File: src/assert_macros.svh
// Assertion macros shared by the clock frame replacement RTL.
// Depends on nothing; included by the files that carry assertions.
`ifndef ASSERT_MACROS_SVH
`define ASSERT_MACROS_SVH

// Condition holds at every clock edge outside reset.
`define ASSERT_ALWAYS(lbl, clk, rst, cond) \
   lbl: assert property (@(posedge clk) disable iff (rst) (cond)) \
      else $error("%m: check failed");

// Consequent holds in the same cycle as the antecedent.
`define ASSERT_IMPLY(lbl, clk, rst, ante, cons) \
   lbl: assert property (@(posedge clk) disable iff (rst) (ante) |-> (cons)) \
      else $error("%m: implication failed");

`endif

File: src/clfr_pkg.sv
// Shared types and constants of the clock frame replacement block.
// Used by clfr_datapath, clfr_ctrl and clock_frame_replacement_core.
package clfr_pkg;

   localparam int FRAMES = 64;
   localparam int SLOT_W = 6;
   localparam int CNT_W  = 7;
   localparam int TAG_W  = 20;
   localparam int KIND_W = 2;
   localparam int GRD_W  = CNT_W + 1;

   localparam logic [CNT_W-1:0] LIMIT_RESET = 7'd64;

   localparam logic [1:0] REQ_ALLOC  = 2'd0;
   localparam logic [1:0] REQ_ACCESS = 2'd1;
   localparam logic [1:0] REQ_FREE   = 2'd2;

   localparam logic [KIND_W-1:0] KIND_FILE = 2'd1;
   localparam logic [KIND_W-1:0] KIND_SWAP = 2'd2;

   localparam logic [1:0] ACT_DISCARD   = 2'd0;
   localparam logic [1:0] ACT_WRITEBACK = 2'd1;
   localparam logic [1:0] ACT_SWAP      = 2'd2;

   localparam logic STATUS_DONE    = 1'b0;
   localparam logic STATUS_IGNORED = 1'b1;

   typedef struct packed {
      logic latch_req;
      logic mark_ignored;
      logic mark_noframe;
      logic access;
      logic scan_next;
      logic pick_scan;
      logic pick_slot;
      logic pick_hand;
      logic rd_slot;
      logic sweep_init;
      logic step_direct;
      logic step_load;
      logic sweep_clear;
      logic unlink;
      logic append;
      logic emit;
   } cmd_type;

   typedef struct packed {
      logic [1:0] req_type;
      logic       slot_in_use;
      logic       scan_end;
      logic       scan_free;
      logic       ring_empty;
      logic       direct_step;
      logic       hand_ref;
      logic       guard_zero;
      logic       out_ready;
   } sts_type;

endpackage

File: src/clfr_datapath.sv
// Datapath of the clock frame replacement block: slot flags, ring links,
// page memories, clock hand and result register. Depends on clfr_pkg.
`include "assert_macros.svh"

module clfr_datapath (
   input  logic                          clock,
   input  logic                          reset,
   input  logic [1:0]                    req_type,
   input  logic [clfr_pkg::SLOT_W-1:0]   req_slot,
   input  logic                          req_is_write,
   input  logic [clfr_pkg::TAG_W-1:0]    req_page_tag,
   input  logic [clfr_pkg::KIND_W-1:0]   req_page_kind,
   input  logic                          csr_wr_en,
   input  logic [clfr_pkg::CNT_W-1:0]    csr_wr_data,
   input  logic                          rsp_stall,
   input  clfr_pkg::cmd_type             cmd,
   output clfr_pkg::sts_type             sts,
   output logic                          rsp_valid,
   output logic                          rsp_status,
   output logic [clfr_pkg::SLOT_W-1:0]   rsp_result_slot,
   output logic                          rsp_evicted,
   output logic [clfr_pkg::TAG_W-1:0]    rsp_victim_tag,
   output logic [1:0]                    rsp_victim_action
);

   localparam int PAGE_W = clfr_pkg::KIND_W + clfr_pkg::TAG_W;

   logic [clfr_pkg::SLOT_W-1:0] next_mem [clfr_pkg::FRAMES];
   logic [clfr_pkg::SLOT_W-1:0] prev_mem [clfr_pkg::FRAMES];
   logic [PAGE_W-1:0]           page_mem [clfr_pkg::FRAMES];

   logic [clfr_pkg::SLOT_W-1:0] next_q_ff, prev_q_ff;
   logic [PAGE_W-1:0]           page_q_ff;

   logic [clfr_pkg::CNT_W-1:0]  frame_limit_ff, frame_limit_in;
   logic [1:0]                  type_ff, type_in;
   logic [clfr_pkg::SLOT_W-1:0] slot_ff, slot_in;
   logic                        write_ff, write_in;
   logic [clfr_pkg::TAG_W-1:0]  tag_ff, tag_in;
   logic [clfr_pkg::KIND_W-1:0] kind_ff, kind_in;

   logic [clfr_pkg::FRAMES-1:0] in_use_ff, in_use_in;
   logic [clfr_pkg::FRAMES-1:0] ref_ff, ref_in;
   logic [clfr_pkg::FRAMES-1:0] mod_ff, mod_in;
   logic [clfr_pkg::SLOT_W-1:0] head_ff, head_in;
   logic [clfr_pkg::SLOT_W-1:0] tail_ff, tail_in;
   logic [clfr_pkg::SLOT_W-1:0] hand_ff, hand_in;
   logic                        hand_valid_ff, hand_valid_in;
   logic [clfr_pkg::CNT_W-1:0]  count_ff, count_in;
   logic [clfr_pkg::CNT_W-1:0]  idx_ff, idx_in;
   logic [clfr_pkg::GRD_W-1:0]  guard_ff, guard_in;
   logic [clfr_pkg::SLOT_W-1:0] pick_ff, pick_in;
   logic                        evict_ff, evict_in;

   logic                        res_status_ff, res_status_in;
   logic [clfr_pkg::SLOT_W-1:0] res_slot_ff, res_slot_in;
   logic                        res_evicted_ff, res_evicted_in;
   logic [clfr_pkg::TAG_W-1:0]  res_vtag_ff, res_vtag_in;
   logic [1:0]                  res_vact_ff, res_vact_in;

   logic                        rsp_valid_ff, rsp_valid_in;
   logic                        rsp_status_ff;
   logic [clfr_pkg::SLOT_W-1:0] rsp_slot_ff;
   logic                        rsp_evicted_ff;
   logic [clfr_pkg::TAG_W-1:0]  rsp_vtag_ff;
   logic [1:0]                  rsp_vact_ff;

   logic [clfr_pkg::CNT_W-1:0]  limit;
   logic                        at_head, at_tail, multi;
   logic [clfr_pkg::KIND_W-1:0] vkind;
   logic [clfr_pkg::SLOT_W-1:0] rd_addr;
   logic                        next_we, prev_we;
   logic [clfr_pkg::SLOT_W-1:0] next_wa, next_wd, prev_wa, prev_wd;

   assign limit   = (frame_limit_ff > clfr_pkg::CNT_W'(clfr_pkg::FRAMES)) ?
                    clfr_pkg::CNT_W'(clfr_pkg::FRAMES) : frame_limit_ff;
   assign at_head = (pick_ff == head_ff);
   assign at_tail = (pick_ff == tail_ff);
   assign multi   = (count_ff > clfr_pkg::CNT_W'(1));
   assign vkind   = page_q_ff[PAGE_W-1 -: clfr_pkg::KIND_W];
   assign rd_addr = cmd.rd_slot ? slot_ff : hand_ff;

   always_comb begin
      frame_limit_in = frame_limit_ff;
      type_in        = type_ff;
      slot_in        = slot_ff;
      write_in       = write_ff;
      tag_in         = tag_ff;
      kind_in        = kind_ff;
      in_use_in      = in_use_ff;
      ref_in         = ref_ff;
      mod_in         = mod_ff;
      head_in        = head_ff;
      tail_in        = tail_ff;
      hand_in        = hand_ff;
      hand_valid_in  = hand_valid_ff;
      count_in       = count_ff;
      idx_in         = idx_ff;
      guard_in       = guard_ff;
      pick_in        = pick_ff;
      evict_in       = evict_ff;
      res_status_in  = res_status_ff;
      res_slot_in    = res_slot_ff;
      res_evicted_in = res_evicted_ff;
      res_vtag_in    = res_vtag_ff;
      res_vact_in    = res_vact_ff;

      if (csr_wr_en) begin
         frame_limit_in = csr_wr_data;
      end
      if (cmd.latch_req) begin
         type_in        = req_type;
         slot_in        = req_slot;
         write_in       = req_is_write;
         tag_in         = req_page_tag;
         kind_in        = req_page_kind;
         idx_in         = '0;
         evict_in       = 1'b0;
         res_status_in  = clfr_pkg::STATUS_DONE;
         res_slot_in    = req_slot;
         res_evicted_in = 1'b0;
         res_vtag_in    = '0;
         res_vact_in    = clfr_pkg::ACT_DISCARD;
      end
      if (cmd.mark_ignored) begin
         res_status_in = clfr_pkg::STATUS_IGNORED;
      end
      if (cmd.mark_noframe) begin
         res_status_in = clfr_pkg::STATUS_IGNORED;
         res_slot_in   = '0;
      end
      if (cmd.access) begin
         ref_in[slot_ff] = 1'b1;
         if (write_ff) begin
            mod_in[slot_ff] = 1'b1;
         end
      end
      if (cmd.scan_next) begin
         idx_in = idx_ff + clfr_pkg::CNT_W'(1);
      end
      if (cmd.pick_scan) begin
         pick_in = idx_ff[clfr_pkg::SLOT_W-1:0];
      end
      if (cmd.pick_slot) begin
         pick_in  = slot_ff;
         evict_in = 1'b0;
      end
      if (cmd.pick_hand) begin
         pick_in  = hand_ff;
         evict_in = 1'b1;
      end
      if (cmd.sweep_init) begin
         guard_in = {count_ff, 1'b1};
      end
      if (cmd.step_direct) begin
         hand_in       = head_ff;
         hand_valid_in = 1'b1;
      end
      if (cmd.step_load) begin
         hand_in = next_q_ff;
      end
      if (cmd.sweep_clear) begin
         ref_in[hand_ff] = 1'b0;
         guard_in        = guard_ff - clfr_pkg::GRD_W'(1);
      end
      if (cmd.unlink) begin
         if (evict_ff) begin
            res_evicted_in = 1'b1;
            res_vtag_in    = page_q_ff[clfr_pkg::TAG_W-1:0];
            if (vkind == clfr_pkg::KIND_SWAP) begin
               res_vact_in = clfr_pkg::ACT_SWAP;
            end else if (mod_ff[pick_ff]) begin
               res_vact_in = (vkind == clfr_pkg::KIND_FILE) ?
                             clfr_pkg::ACT_WRITEBACK : clfr_pkg::ACT_SWAP;
            end else begin
               res_vact_in = clfr_pkg::ACT_DISCARD;
            end
         end
         if (hand_valid_ff && hand_ff == pick_ff) begin
            if (at_tail) begin
               hand_valid_in = 1'b0;
            end else begin
               hand_in = next_q_ff;
            end
         end
         if (!multi) begin
            head_in  = '0;
            tail_in  = '0;
            count_in = '0;
         end else begin
            if (at_head) begin
               head_in = next_q_ff;
            end
            if (at_tail) begin
               tail_in = prev_q_ff;
            end
            count_in = count_ff - clfr_pkg::CNT_W'(1);
         end
         in_use_in[pick_ff] = 1'b0;
         ref_in[pick_ff]    = 1'b0;
         mod_in[pick_ff]    = 1'b0;
      end
      if (cmd.append) begin
         in_use_in[pick_ff] = 1'b1;
         ref_in[pick_ff]    = 1'b0;
         mod_in[pick_ff]    = 1'b0;
         if (count_ff == '0) begin
            head_in = pick_ff;
         end
         tail_in     = pick_ff;
         count_in    = count_ff + clfr_pkg::CNT_W'(1);
         res_slot_in = pick_ff;
      end
   end

   always_comb begin
      next_we = 1'b0;
      next_wa = prev_q_ff;
      next_wd = next_q_ff;
      prev_we = 1'b0;
      prev_wa = next_q_ff;
      prev_wd = prev_q_ff;
      if (cmd.unlink && multi) begin
         next_we = !at_head;
         prev_we = !at_tail;
      end
      if (cmd.append) begin
         next_we = (count_ff != '0);
         next_wa = tail_ff;
         next_wd = pick_ff;
         prev_we = 1'b1;
         prev_wa = pick_ff;
         prev_wd = (count_ff == '0) ? pick_ff : tail_ff;
      end
   end

   always_comb begin
      rsp_valid_in = rsp_valid_ff;
      if (cmd.emit) begin
         rsp_valid_in = 1'b1;
      end else if (!rsp_stall) begin
         rsp_valid_in = 1'b0;
      end
   end

   always_ff @(posedge clock) begin
      if (next_we) begin
         next_mem[next_wa] <= next_wd;
      end
      if (prev_we) begin
         prev_mem[prev_wa] <= prev_wd;
      end
      if (cmd.append) begin
         page_mem[pick_ff] <= {kind_ff, tag_ff};
      end
      next_q_ff <= next_mem[rd_addr];
      prev_q_ff <= prev_mem[rd_addr];
      page_q_ff <= page_mem[rd_addr];
   end

   always_ff @(posedge clock) begin
      if (reset) begin
         frame_limit_ff <= clfr_pkg::LIMIT_RESET;
         in_use_ff      <= '0;
         ref_ff         <= '0;
         mod_ff         <= '0;
         head_ff        <= '0;
         tail_ff        <= '0;
         hand_ff        <= '0;
         hand_valid_ff  <= 1'b0;
         count_ff       <= '0;
         rsp_valid_ff   <= 1'b0;
      end else begin
         frame_limit_ff <= frame_limit_in;
         in_use_ff      <= in_use_in;
         ref_ff         <= ref_in;
         mod_ff         <= mod_in;
         head_ff        <= head_in;
         tail_ff        <= tail_in;
         hand_ff        <= hand_in;
         hand_valid_ff  <= hand_valid_in;
         count_ff       <= count_in;
         rsp_valid_ff   <= rsp_valid_in;
      end
   end

   always_ff @(posedge clock) begin
      type_ff        <= type_in;
      slot_ff        <= slot_in;
      write_ff       <= write_in;
      tag_ff         <= tag_in;
      kind_ff        <= kind_in;
      idx_ff         <= idx_in;
      guard_ff       <= guard_in;
      pick_ff        <= pick_in;
      evict_ff       <= evict_in;
      res_status_ff  <= res_status_in;
      res_slot_ff    <= res_slot_in;
      res_evicted_ff <= res_evicted_in;
      res_vtag_ff    <= res_vtag_in;
      res_vact_ff    <= res_vact_in;
      if (cmd.emit) begin
         rsp_status_ff  <= res_status_ff;
         rsp_slot_ff    <= res_slot_ff;
         rsp_evicted_ff <= res_evicted_ff;
         rsp_vtag_ff    <= res_vtag_ff;
         rsp_vact_ff    <= res_vact_ff;
      end
   end

   assign sts.req_type    = type_ff;
   assign sts.slot_in_use = in_use_ff[slot_ff];
   assign sts.scan_end    = (idx_ff >= limit);
   assign sts.scan_free   = !in_use_ff[idx_ff[clfr_pkg::SLOT_W-1:0]];
   assign sts.ring_empty  = (count_ff == '0);
   assign sts.direct_step = !hand_valid_ff || (hand_ff == tail_ff);
   assign sts.hand_ref    = ref_ff[hand_ff];
   assign sts.guard_zero  = (guard_ff == '0);
   assign sts.out_ready   = !rsp_valid_ff || !rsp_stall;

   assign rsp_valid         = rsp_valid_ff;
   assign rsp_status        = rsp_status_ff;
   assign rsp_result_slot   = rsp_slot_ff;
   assign rsp_evicted       = rsp_evicted_ff;
   assign rsp_victim_tag    = rsp_vtag_ff;
   assign rsp_victim_action = rsp_vact_ff;

   `ASSERT_ALWAYS(a_count_matches, clock, reset, $countones(in_use_ff) == int'(count_ff))
   `ASSERT_IMPLY(a_hand_in_ring, clock, reset, hand_valid_ff, count_ff != '0)
   `ASSERT_IMPLY(a_append_free, clock, reset, cmd.append, !in_use_ff[pick_ff])
   `ASSERT_IMPLY(a_unlink_used, clock, reset, cmd.unlink, in_use_ff[pick_ff])

endmodule

File: src/clfr_ctrl.sv
// Sequencer of the clock frame replacement block: free-slot scan, clock
// sweep, unlink and append steps. Depends on clfr_pkg.
module clfr_ctrl (
   input  logic              clock,
   input  logic              reset,
   input  logic              req_valid,
   output logic              req_stall,
   input  clfr_pkg::sts_type sts,
   output clfr_pkg::cmd_type cmd
);

   typedef enum logic [8:0] {
      ST_IDLE   = 9'b000000001,
      ST_DECODE = 9'b000000010,
      ST_SCAN   = 9'b000000100,
      ST_STEP   = 9'b000001000,
      ST_WAIT   = 9'b000010000,
      ST_TEST   = 9'b000100000,
      ST_UNLINK = 9'b001000000,
      ST_APPEND = 9'b010000000,
      ST_FINISH = 9'b100000000
   } state_type;

   state_type state_ff, state_in;

   always_comb begin
      state_in = state_ff;
      cmd      = '0;
      unique case (state_ff)
         ST_IDLE: begin
            if (req_valid) begin
               cmd.latch_req = 1'b1;
               state_in      = ST_DECODE;
            end
         end
         ST_DECODE: begin
            priority case (sts.req_type)
               clfr_pkg::REQ_ALLOC: begin
                  state_in = ST_SCAN;
               end
               clfr_pkg::REQ_ACCESS: begin
                  cmd.access       = sts.slot_in_use;
                  cmd.mark_ignored = !sts.slot_in_use;
                  state_in         = ST_FINISH;
               end
               clfr_pkg::REQ_FREE: begin
                  if (sts.slot_in_use) begin
                     cmd.pick_slot = 1'b1;
                     cmd.rd_slot   = 1'b1;
                     state_in      = ST_UNLINK;
                  end else begin
                     cmd.mark_ignored = 1'b1;
                     state_in         = ST_FINISH;
                  end
               end
               default: begin
                  cmd.mark_ignored = 1'b1;
                  state_in         = ST_FINISH;
               end
            endcase
         end
         ST_SCAN: begin
            if (sts.scan_end) begin
               if (sts.ring_empty) begin
                  cmd.mark_noframe = 1'b1;
                  state_in         = ST_FINISH;
               end else begin
                  cmd.sweep_init = 1'b1;
                  state_in       = ST_STEP;
               end
            end else if (sts.scan_free) begin
               cmd.pick_scan = 1'b1;
               state_in      = ST_APPEND;
            end else begin
               cmd.scan_next = 1'b1;
            end
         end
         ST_STEP: begin
            if (sts.direct_step) begin
               cmd.step_direct = 1'b1;
               state_in        = ST_TEST;
            end else begin
               state_in = ST_WAIT;
            end
         end
         ST_WAIT: begin
            cmd.step_load = 1'b1;
            state_in      = ST_TEST;
         end
         ST_TEST: begin
            if (sts.hand_ref && !sts.guard_zero) begin
               cmd.sweep_clear = 1'b1;
               state_in        = ST_STEP;
            end else begin
               cmd.pick_hand = 1'b1;
               state_in      = ST_UNLINK;
            end
         end
         ST_UNLINK: begin
            cmd.unlink = 1'b1;
            state_in   = (sts.req_type == clfr_pkg::REQ_ALLOC) ? ST_APPEND : ST_FINISH;
         end
         ST_APPEND: begin
            cmd.append = 1'b1;
            state_in   = ST_FINISH;
         end
         ST_FINISH: begin
            if (sts.out_ready) begin
               cmd.emit = 1'b1;
               state_in = ST_IDLE;
            end
         end
         default: begin
            state_in = ST_IDLE;
         end
      endcase
   end

   always_ff @(posedge clock) begin
      if (reset) begin
         state_ff <= ST_IDLE;
      end else begin
         state_ff <= state_in;
      end
   end

   assign req_stall = (state_ff != ST_IDLE);

endmodule

File: src/clock_frame_replacement_core.sv
// Clock (second-chance) frame replacement over 64 slots kept in allocation
// order. One transaction is worked at a time; a result waits in an output
// register while the next transaction is taken. Access and ignored requests
// pass through decode and finish; a free adds an unlink step. An allocate
// scans one slot per cycle from slot 0 for the lowest free slot below the
// frame limit, then, with nothing free, sweeps the hand: each step either
// moves the hand to the ring head or loads the next link through the
// registered link memory read, for at most frames in use + 1 steps, since
// one pass clears every referenced frame, followed by unlink and append.
// Depends on clfr_pkg, clfr_ctrl and clfr_datapath.
module clock_frame_replacement_core (
   input  logic                          clock,
   input  logic                          reset,
   input  logic                          req_valid,
   output logic                          req_stall,
   input  logic [1:0]                    req_type,
   input  logic [clfr_pkg::SLOT_W-1:0]   req_slot,
   input  logic                          req_is_write,
   input  logic [clfr_pkg::TAG_W-1:0]    req_page_tag,
   input  logic [clfr_pkg::KIND_W-1:0]   req_page_kind,
   output logic                          rsp_valid,
   input  logic                          rsp_stall,
   output logic                          rsp_status,
   output logic [clfr_pkg::SLOT_W-1:0]   rsp_result_slot,
   output logic                          rsp_evicted,
   output logic [clfr_pkg::TAG_W-1:0]    rsp_victim_tag,
   output logic [1:0]                    rsp_victim_action,
   input  logic                          csr_wr_en,
   input  logic [clfr_pkg::CNT_W-1:0]    csr_wr_data
);

   clfr_pkg::cmd_type cmd;
   clfr_pkg::sts_type sts;

   clfr_ctrl u_ctrl (
      .clock     (clock),
      .reset     (reset),
      .req_valid (req_valid),
      .req_stall (req_stall),
      .sts       (sts),
      .cmd       (cmd)
   );

   clfr_datapath u_datapath (
      .clock             (clock),
      .reset             (reset),
      .req_type          (req_type),
      .req_slot          (req_slot),
      .req_is_write      (req_is_write),
      .req_page_tag      (req_page_tag),
      .req_page_kind     (req_page_kind),
      .csr_wr_en         (csr_wr_en),
      .csr_wr_data       (csr_wr_data),
      .rsp_stall         (rsp_stall),
      .cmd               (cmd),
      .sts               (sts),
      .rsp_valid         (rsp_valid),
      .rsp_status        (rsp_status),
      .rsp_result_slot   (rsp_result_slot),
      .rsp_evicted       (rsp_evicted),
      .rsp_victim_tag    (rsp_victim_tag),
      .rsp_victim_action (rsp_victim_action)
   );

endmodule
File: config.mk
export PLATFORM = sky130hd
export DESIGN_NAME = clock_frame_replacement_core
export DESIGN_NICKNAME = d
export VERILOG_FILES = /design/src/clfr_pkg.sv /design/src/clfr_datapath.sv /design/src/clfr_ctrl.sv /design/src/clock_frame_replacement_core.sv
export VERILOG_INCLUDE_DIRS = /design/src /design/src/src
export SDC_FILE = /design/constraint.sdc
export NUM_CORES = 2
export LEC_CHECK = 0
export BUFFER_PORTS_ARGS = -buffer_cell sky130_fd_sc_hd__buf_2
export CELL_PAD_IN_SITES_DETAIL_PLACEMENT = 1
export CELL_PAD_IN_SITES_GLOBAL_PLACEMENT = 1
export CORE_ASPECT_RATIO = 0.5
export CORE_MARGIN = 2
export CORE_UTILIZATION = 47
export CTS_CLUSTER_SIZE = 10
export DETAILED_ROUTE_END_ITERATION = 12
export HOLD_SLACK_MARGIN = 0.1
export PLACE_DENSITY = 0.82
export SYNTH_ARGS = -nofsm -noshare
export SYNTH_HDL_FRONTEND = slang
export SYNTH_SLANG_ARGS = --single-unit
File: constraint.sdc
create_clock -name clock -period 4.7 [get_ports clock]
set_clock_uncertainty 0.1 [all_clocks]
set_input_delay 0.94 -clock clock [delete_from_list [all_inputs] [get_ports clock]]
set_output_delay 0.94 -clock clock [all_outputs]
set_load 0.01 [all_outputs]
# Yosys cells after proc, flatten, opt, wreduce, memory -nomap -nowiden
# Memory sizes are Yosys's and may differ from the RTL's. A register that Yosys moved wholly into a read port is not among the register bits.
# Index checks and enable logic that the tools add are counted.
dict set report word_totals {
  word_cells 238
  ram_bits 2176
  regBits 348
  mem_count 3
}
# name words word_bits read_ports rd_clocked_by_memory_dff wr line_no
set memory_table {}
lappend memory_table {u_datapath.page_mem 64 22 1 1 1 clfr_datapath.sv:30} ;# logic [PAGE_W-1:0] page_mem [clfr_pkg::FRAMES];
lappend memory_table {u_datapath.next_mem 64 6 1 1 1 clfr_datapath.sv:28} ;# logic [clfr_pkg::SLOT_W-1:0] next_mem [clfr_pkg::FRAMES];
lappend memory_table {u_datapath.prev_mem 64 6 1 1 1 clfr_datapath.sv:29} ;# logic [clfr_pkg::SLOT_W-1:0] prev_mem [clfr_pkg::FRAMES];
dict set report classes {
  muxes 129
  n_addsub 4
  bitwise 11
  eq_ne 23
  n_reduce_logical 28
  n_lt_le_gt_ge 10
}
# op count
set ops {}
lappend ops {{two-way mux 64 bit} 10}
lappend ops {{AND 64 bit} 6}
lappend ops {{bitwise OR 64 bit} 3}
lappend ops {{two-way mux 6 bit} 26}
lappend ops {{inverter 64 bit} 2}
lappend ops {{one-hot mux 9 bit (9 select lines)} 1}
lappend ops {{two-way mux 9 bit} 7}
lappend ops {{two-way mux 20 bit} 3}
lappend ops {{two-way mux 1 bit} 56}
lappend ops {{two-way mux 7 bit} 7}
lappend ops {{less-than comparator 6 x 7 -> 1 bit, second input constant} 4}
lappend ops {{binary-select mux 1 bit (select 6 bit)} 4}
lappend ops {{equality test 6 bit} 4}
lappend ops {{demux 1 bit (select 6 bit)} 3}
lappend ops {{greater-or-equal comparator 6 x 1 -> 1 bit, second input constant} 3}
lappend ops {{one-hot mux 9 bit (2 select lines)} 1}
lappend ops {{two-way mux 2 bit} 8}
lappend ops {{two-way mux 8 bit} 2}
lappend ops {{adder 7 x 1 -> 7 bit, second input constant} 2}
lappend ops {{equality test 9 x 1 -> 1 bit, second input constant} 1}
lappend ops {{equality test 9 x 2 -> 1 bit, second input constant} 1}
lappend ops {{equality test 9 x 3 -> 1 bit, second input constant} 1}
lappend ops {{equality test 9 x 4 -> 1 bit, second input constant} 1}
lappend ops {{equality test 9 x 5 -> 1 bit, second input constant} 1}
lappend ops {{other kinds (29)} 48}

# Depth between registers and ports, before layout
dict set report depth {
  ltp_word 12
  depth_mapped 17
}

# Hierarchy
# A second synthesis with hierarchy kept.
dict set report hier_totals {
  cells_unflattened 8602
  area_unflattened_um2 108253.8
}
# mod n_inst area_per_inst_um2 cells_per_inst seq_area_each_um2
set modules_own_cells {}
lappend modules_own_cells {clfr_datapath 1 107495.6 8509 73690.7}
lappend modules_own_cells {clfr_ctrl 1 758.2 93 180.2}

# Worst setup path after synthesis
# OpenSTA, ideal clock, no wires.
dict set report synth_path {
  path_kind {flip-flop to flip-flop}
  start {register u_ctrl.state_ff[8]}
  end {memory u_datapath.prev_mem[0][3] (netlist bit), data pin}
  stages_incl_launch_ff 8
  arrival_time_ps 4302
  setup_ps 702
  synth_period_minus_slack_ps 5103
  path_slack_ps -403
  required_time_ps 3898
  path_buffers 3
  path_cell_list {dfxtp_1 or4_4 nor4_1 nand3b_1 clkbuf_1 clkbuf_1 clkbuf_1 o21ai_0}
}
dict set report synth_between {
  elab_chain_cells 3
}
# item line_no
set synth_lines {}
lappend synth_lines {{start: declaration} clfr_ctrl.sv:24} ;# state_type state_ff, state_in;
lappend synth_lines {{start signal: assignment} clfr_ctrl.sv:123} ;# state_ff <= state_in;
lappend synth_lines {{equality test 9 x 8 -> 1 bit} clfr_ctrl.sv:29} ;# unique case (state_ff)
lappend synth_lines {{two-way mux 1 bit} clfr_ctrl.sv:29}
lappend synth_lines {{two-way mux 6 bit} clfr_datapath.sv:227} ;# if (cmd.append) begin
lappend synth_lines {{named net u_datapath.prev_wd (one bit)} clfr_datapath.sv:73} ;# logic [clfr_pkg::SLOT_W-1:0] next_wa, next_wd, prev_wa, prev_wd;
lappend synth_lines {{end: declaration} clfr_datapath.sv:29}
# The timed path passes the listed nets, and every way through them passes these cells.

# Worst setup path after layout
dict set report layout_path {
  start {register u_ctrl.state_ff[8]}
  end {register u_datapath.page_q_ff[16] (read register of u_datapath.page_mem)}
}
dict set report layout_between {
  elab_chain_cells 3
}
# item line_no
set layout_lines {}
lappend layout_lines {{equality test 9 x 2 -> 1 bit} clfr_ctrl.sv:29}
lappend layout_lines {{two-way mux 1 bit} clfr_ctrl.sv:29}
lappend layout_lines {{two-way mux 6 bit} clfr_datapath.sv:81} ;# assign rd_addr = cmd.rd_slot ? slot_ff : hand_ff;
lappend layout_lines {{end: declaration} clfr_datapath.sv:33} ;# logic [PAGE_W-1:0] page_q_ff;
# No other way between the ends.
# A chain may end at the register's enable or synchronous reset.

==> impl_metrics.yaml <==
drt:
  vias: 80200
  drt_iter0_markers: 14100
  ant_nets: 0
  drt-total-wl_um: 417000
  wire_per_inst_um: 35.4
  route.detailed.drc: 0
  drt-vias-per-instance: 6.80
  dr.pass1.iters: 7
sta:
  fin_ws_ns: -0.208
  slew_violations: 0
  rsz0062_at_grt: "true"
  fin_crit_sh_pct: 104
  max_slew_margin_pct: 9.29
  hold_violations: 0
  max_freq_mhz: 204
  tightest_slew_ns: 1.35
  setup_violations: 11
  min_period_ns: 4.91
synth:
  synth.distinct_cells: 73
  synth_cells: 8226
  synth_nets: 8281
  synthArstFlopShare_pct: 0
  synthTopCellsByArea: "edfxtp_1, nand2_1, dfxtp_1"
  syn_avg_cell_area_sq_um: 12.5
  synth.cell_area_sq_mm: 0.103
  synth_edf_count: 2264
  ys.warnings.count: 0
  yosysSeqAreaShare_pct: 71.6
  synth_top_cell_by_area: "edfxtp_1"
  synth_top_area_share_pct: 65.9
  ys_ff_latch: 2558
  ys_top_cells_by_count: "edfxtp_1, nand2_1, nand3_1"
  synth.most_common_cell: "edfxtp_1"
  synthFlopType: "edfxtp_1"
worst_setup_path:
  critPathKind: "flop to flop"
  cp_max_fo: 12
  critPathMaxStageDelay_ns: 0.56
  cp.required_ns: 5.35
  path_cells: "or4_4 -> or3_4 -> nor4b_1 -> buf_4 -> and3_1 -> o21ai_4 -> mux2_2 -> buf_4 -> nand2_2 -> buf_12 -> nor3_1 -> nand4_1 -> o211a_1"
  path_common_cell: "buf_4"
  crit_buf_inv: 3
  endpoint_kind: "flop"
  crit_cells: 13
  cp-start-kind: "flop"
  reg2regPathDepth: 13
  arrival_ns: 5.56
  cpMaxStageDelayCell: "nand4_1"
  cp_top_family: "simple AND/OR/NAND/NOR gates"
floorplanning:
  design.core.area_sq_mm: 0.218
  ios: 75
  die_area_sq_mm: 0.223
  die_y_um: 335
  initial_core_util_pct: 47.4
  std_cell_rows: 121
  die_w_um: 667
cts:
  root_buffer: "clkbuf_16"
  numCtsBuffers: 297
  hold_buffers: 0
  clk_latency_ns: 0.88
  clock-sinks: 2558
  h-tree-depth: 5
  cts_tree: "built"
  cts.clk_slew.worst_paths_ns: 0.06
  clock_path_buffers: 4
placement:
  dpl.hpwl_um: 241000
  gp_congestion: 0.971
  dp_slack_ns: -0.391
  placed_cell_area_sq_mm: 0.111
  dp_cells: 11300
  io_buffers: 74
grt:
  grt_max_degree: 97
  antenna_found_initial: 30
  grt_first_pass_wirelength_um: 578000
  globalRouteTotalUtil_pct: 35.8
  grt_pass1_vias: 81500
  grt_remaining_overflow: 0
finish:
  seq_area_sq_mm: 0.0739
  design_area_sq_mm: 0.119
  drive_gt1_share_pct: 12.5
  fin_nets: 8751
  fillers: 21500
  finalNonFillerCells: 11800
  multiInputGateArea_sq_mm: 0.0273
  area_delta_synth_final_pct: 15.7
outcome:
  violations: "setup timing"
  status: "complete, but fails checks"
min_path:
  hold_depth: 1
  min_path_type: "input pin to flop"
power:
  ir_drop_mv: 0.289
  power_density_mw_per_mm2: 404
  power.leakage_nw: 42.3
flow_run:
  maxCapViolCount: 0
power breakdown:
| part | switching, mW | internal [mW] | leakage (nW) |
|---|---|---|---|
| Sequential | 0.0940 | 25.0 | 22.7 |
| Clock | 9.68 | 11.9 | 4.01 |
| Combinational | 1.24 | 0.288 | 15.5 |
cells by family (layout without fill, tap and decap cells):
group / count (synthesis) / after routing / share of synthesized area (%)
AND/OR/NAND/NOR: 3535 / 3535 / 14.9
flip-flops: 2558 / 2558 / 71.6
AO/OA/AOI/OAI: 1052 / 1053 / 5.99
buffers and inverters: 592 / 1239 / 2.32
multiplexers: 441 / 441 / 4.72
XOR/XNOR: 35 / 35 / 0.297
adder cells (fa/ha/maj): 13 / 13 / 0.155
other: 0 / 19 / 0
per-stage QoR:
stage                     power [mW]  TNS, ns  utilization (%)  hold slack [ns]
after floorplan                 26.3  -102.67                -            0.300
after global placement          26.9    -1.38             50.8            0.308
after detailed placement        27.0    -1.72             50.8            0.306
after CTS                       47.8        0             54.7            0.137
after global routing            48.8   -0.597             54.8            0.138
final                           48.3   -0.895             54.8            0.142
cell usage in the layout (no fill, tap or decap), drive strengths merged, types with 14 or more instances in the layout:
cell        n
xnor2      24
o221ai     16
buf       669
nand2    1914
nand4      76
a2111oi    14
dfxtp     294
nor3b      15
and2       19
o22ai      33
edfxtp   2264
inv       102
a22oi      42
mux2       17
a31oi      25
nor2b      73
diode      19
a22o       38
mux2i     390
nor4       40
and3       19
o211a      29
mux4       34
nor3      102
a211oi     37
nand3     901
o21ai     165
clkbuf    462
a21oi     588
nor2      321
layout make-up:
cell class	count	area share, %
antenna	19	0.0398
clock buffer	462	6.85
clock inverter	15	0.157
inverter	93	0.293
multi-input combinational	5077	22.9
sequential	2558	61.9
tap	2890	3.03
timing repair buffer	669	4.86
routing by layer:
metal | global-route usage (%) | vias to the layer above | wire length, um
li1 | - | 31000 | -
met2 | 54.4 | 7662 | 182000
met3 | 10.7 | 2112 | 60000
met4 | 24.0 | 12 | 34800
met5 | 0 | - | 78
met1 | 44.4 | 39400 | 141000
state kept, by name, indices dropped and copies added (netlist names), 7 cells and up:
register and count:
u_datapath.next_mem 384, u_datapath.page_mem 1408, u_datapath.prev_mem 384, u_datapath.in_use_ff 64, u_datapath.idx_ff 7, u_datapath.page_q_ff 22
u_datapath.guard_ff 8, u_datapath.frame_limit_ff 7, u_datapath.rsp_victim_tag 20, u_datapath.mod_ff 64, u_ctrl.state_ff 9, u_datapath.count_ff 7
u_datapath.tag_ff 20, u_datapath.ref_ff 64, u_datapath.res_vtag_ff 20
repair_timing:
| action | in CTS | in global routing |
|---|---|---|
| setup buffers | 6 | 11 |
| endpoints found under the hold margin | 0 | 0 |
| gates resized for setup | 5 | 25 |
| pin swaps | 4 | 12 |
| setup endpoints to repair | 23 | 19 |
| cloned | 0 | 1 |
final timing paths:
| path | startpoint | endpoint | slack [ns] |
|---|---|---|---|
| max | u_ctrl.state_ff[8]$_SDFFE_PP0P_ | u_datapath.page_q_ff[16]$_DFF_P_ | -0.21 |
| min | req_page_tag[11] | u_datapath.tag_ff[11]$_DFFE_PP_ | 0.14 |
| max reg2reg | u_ctrl.state_ff[8]$_SDFFE_PP0P_ | u_datapath.page_q_ff[16]$_DFF_P_ | -0.21 |
| min reg2reg | u_datapath.res_slot_ff[2]$_DFFE_PP_ | u_datapath.rsp_result_slot[2]$_DFFE_PP_ | 0.32 |
Power figures use the tool's default switching activity.
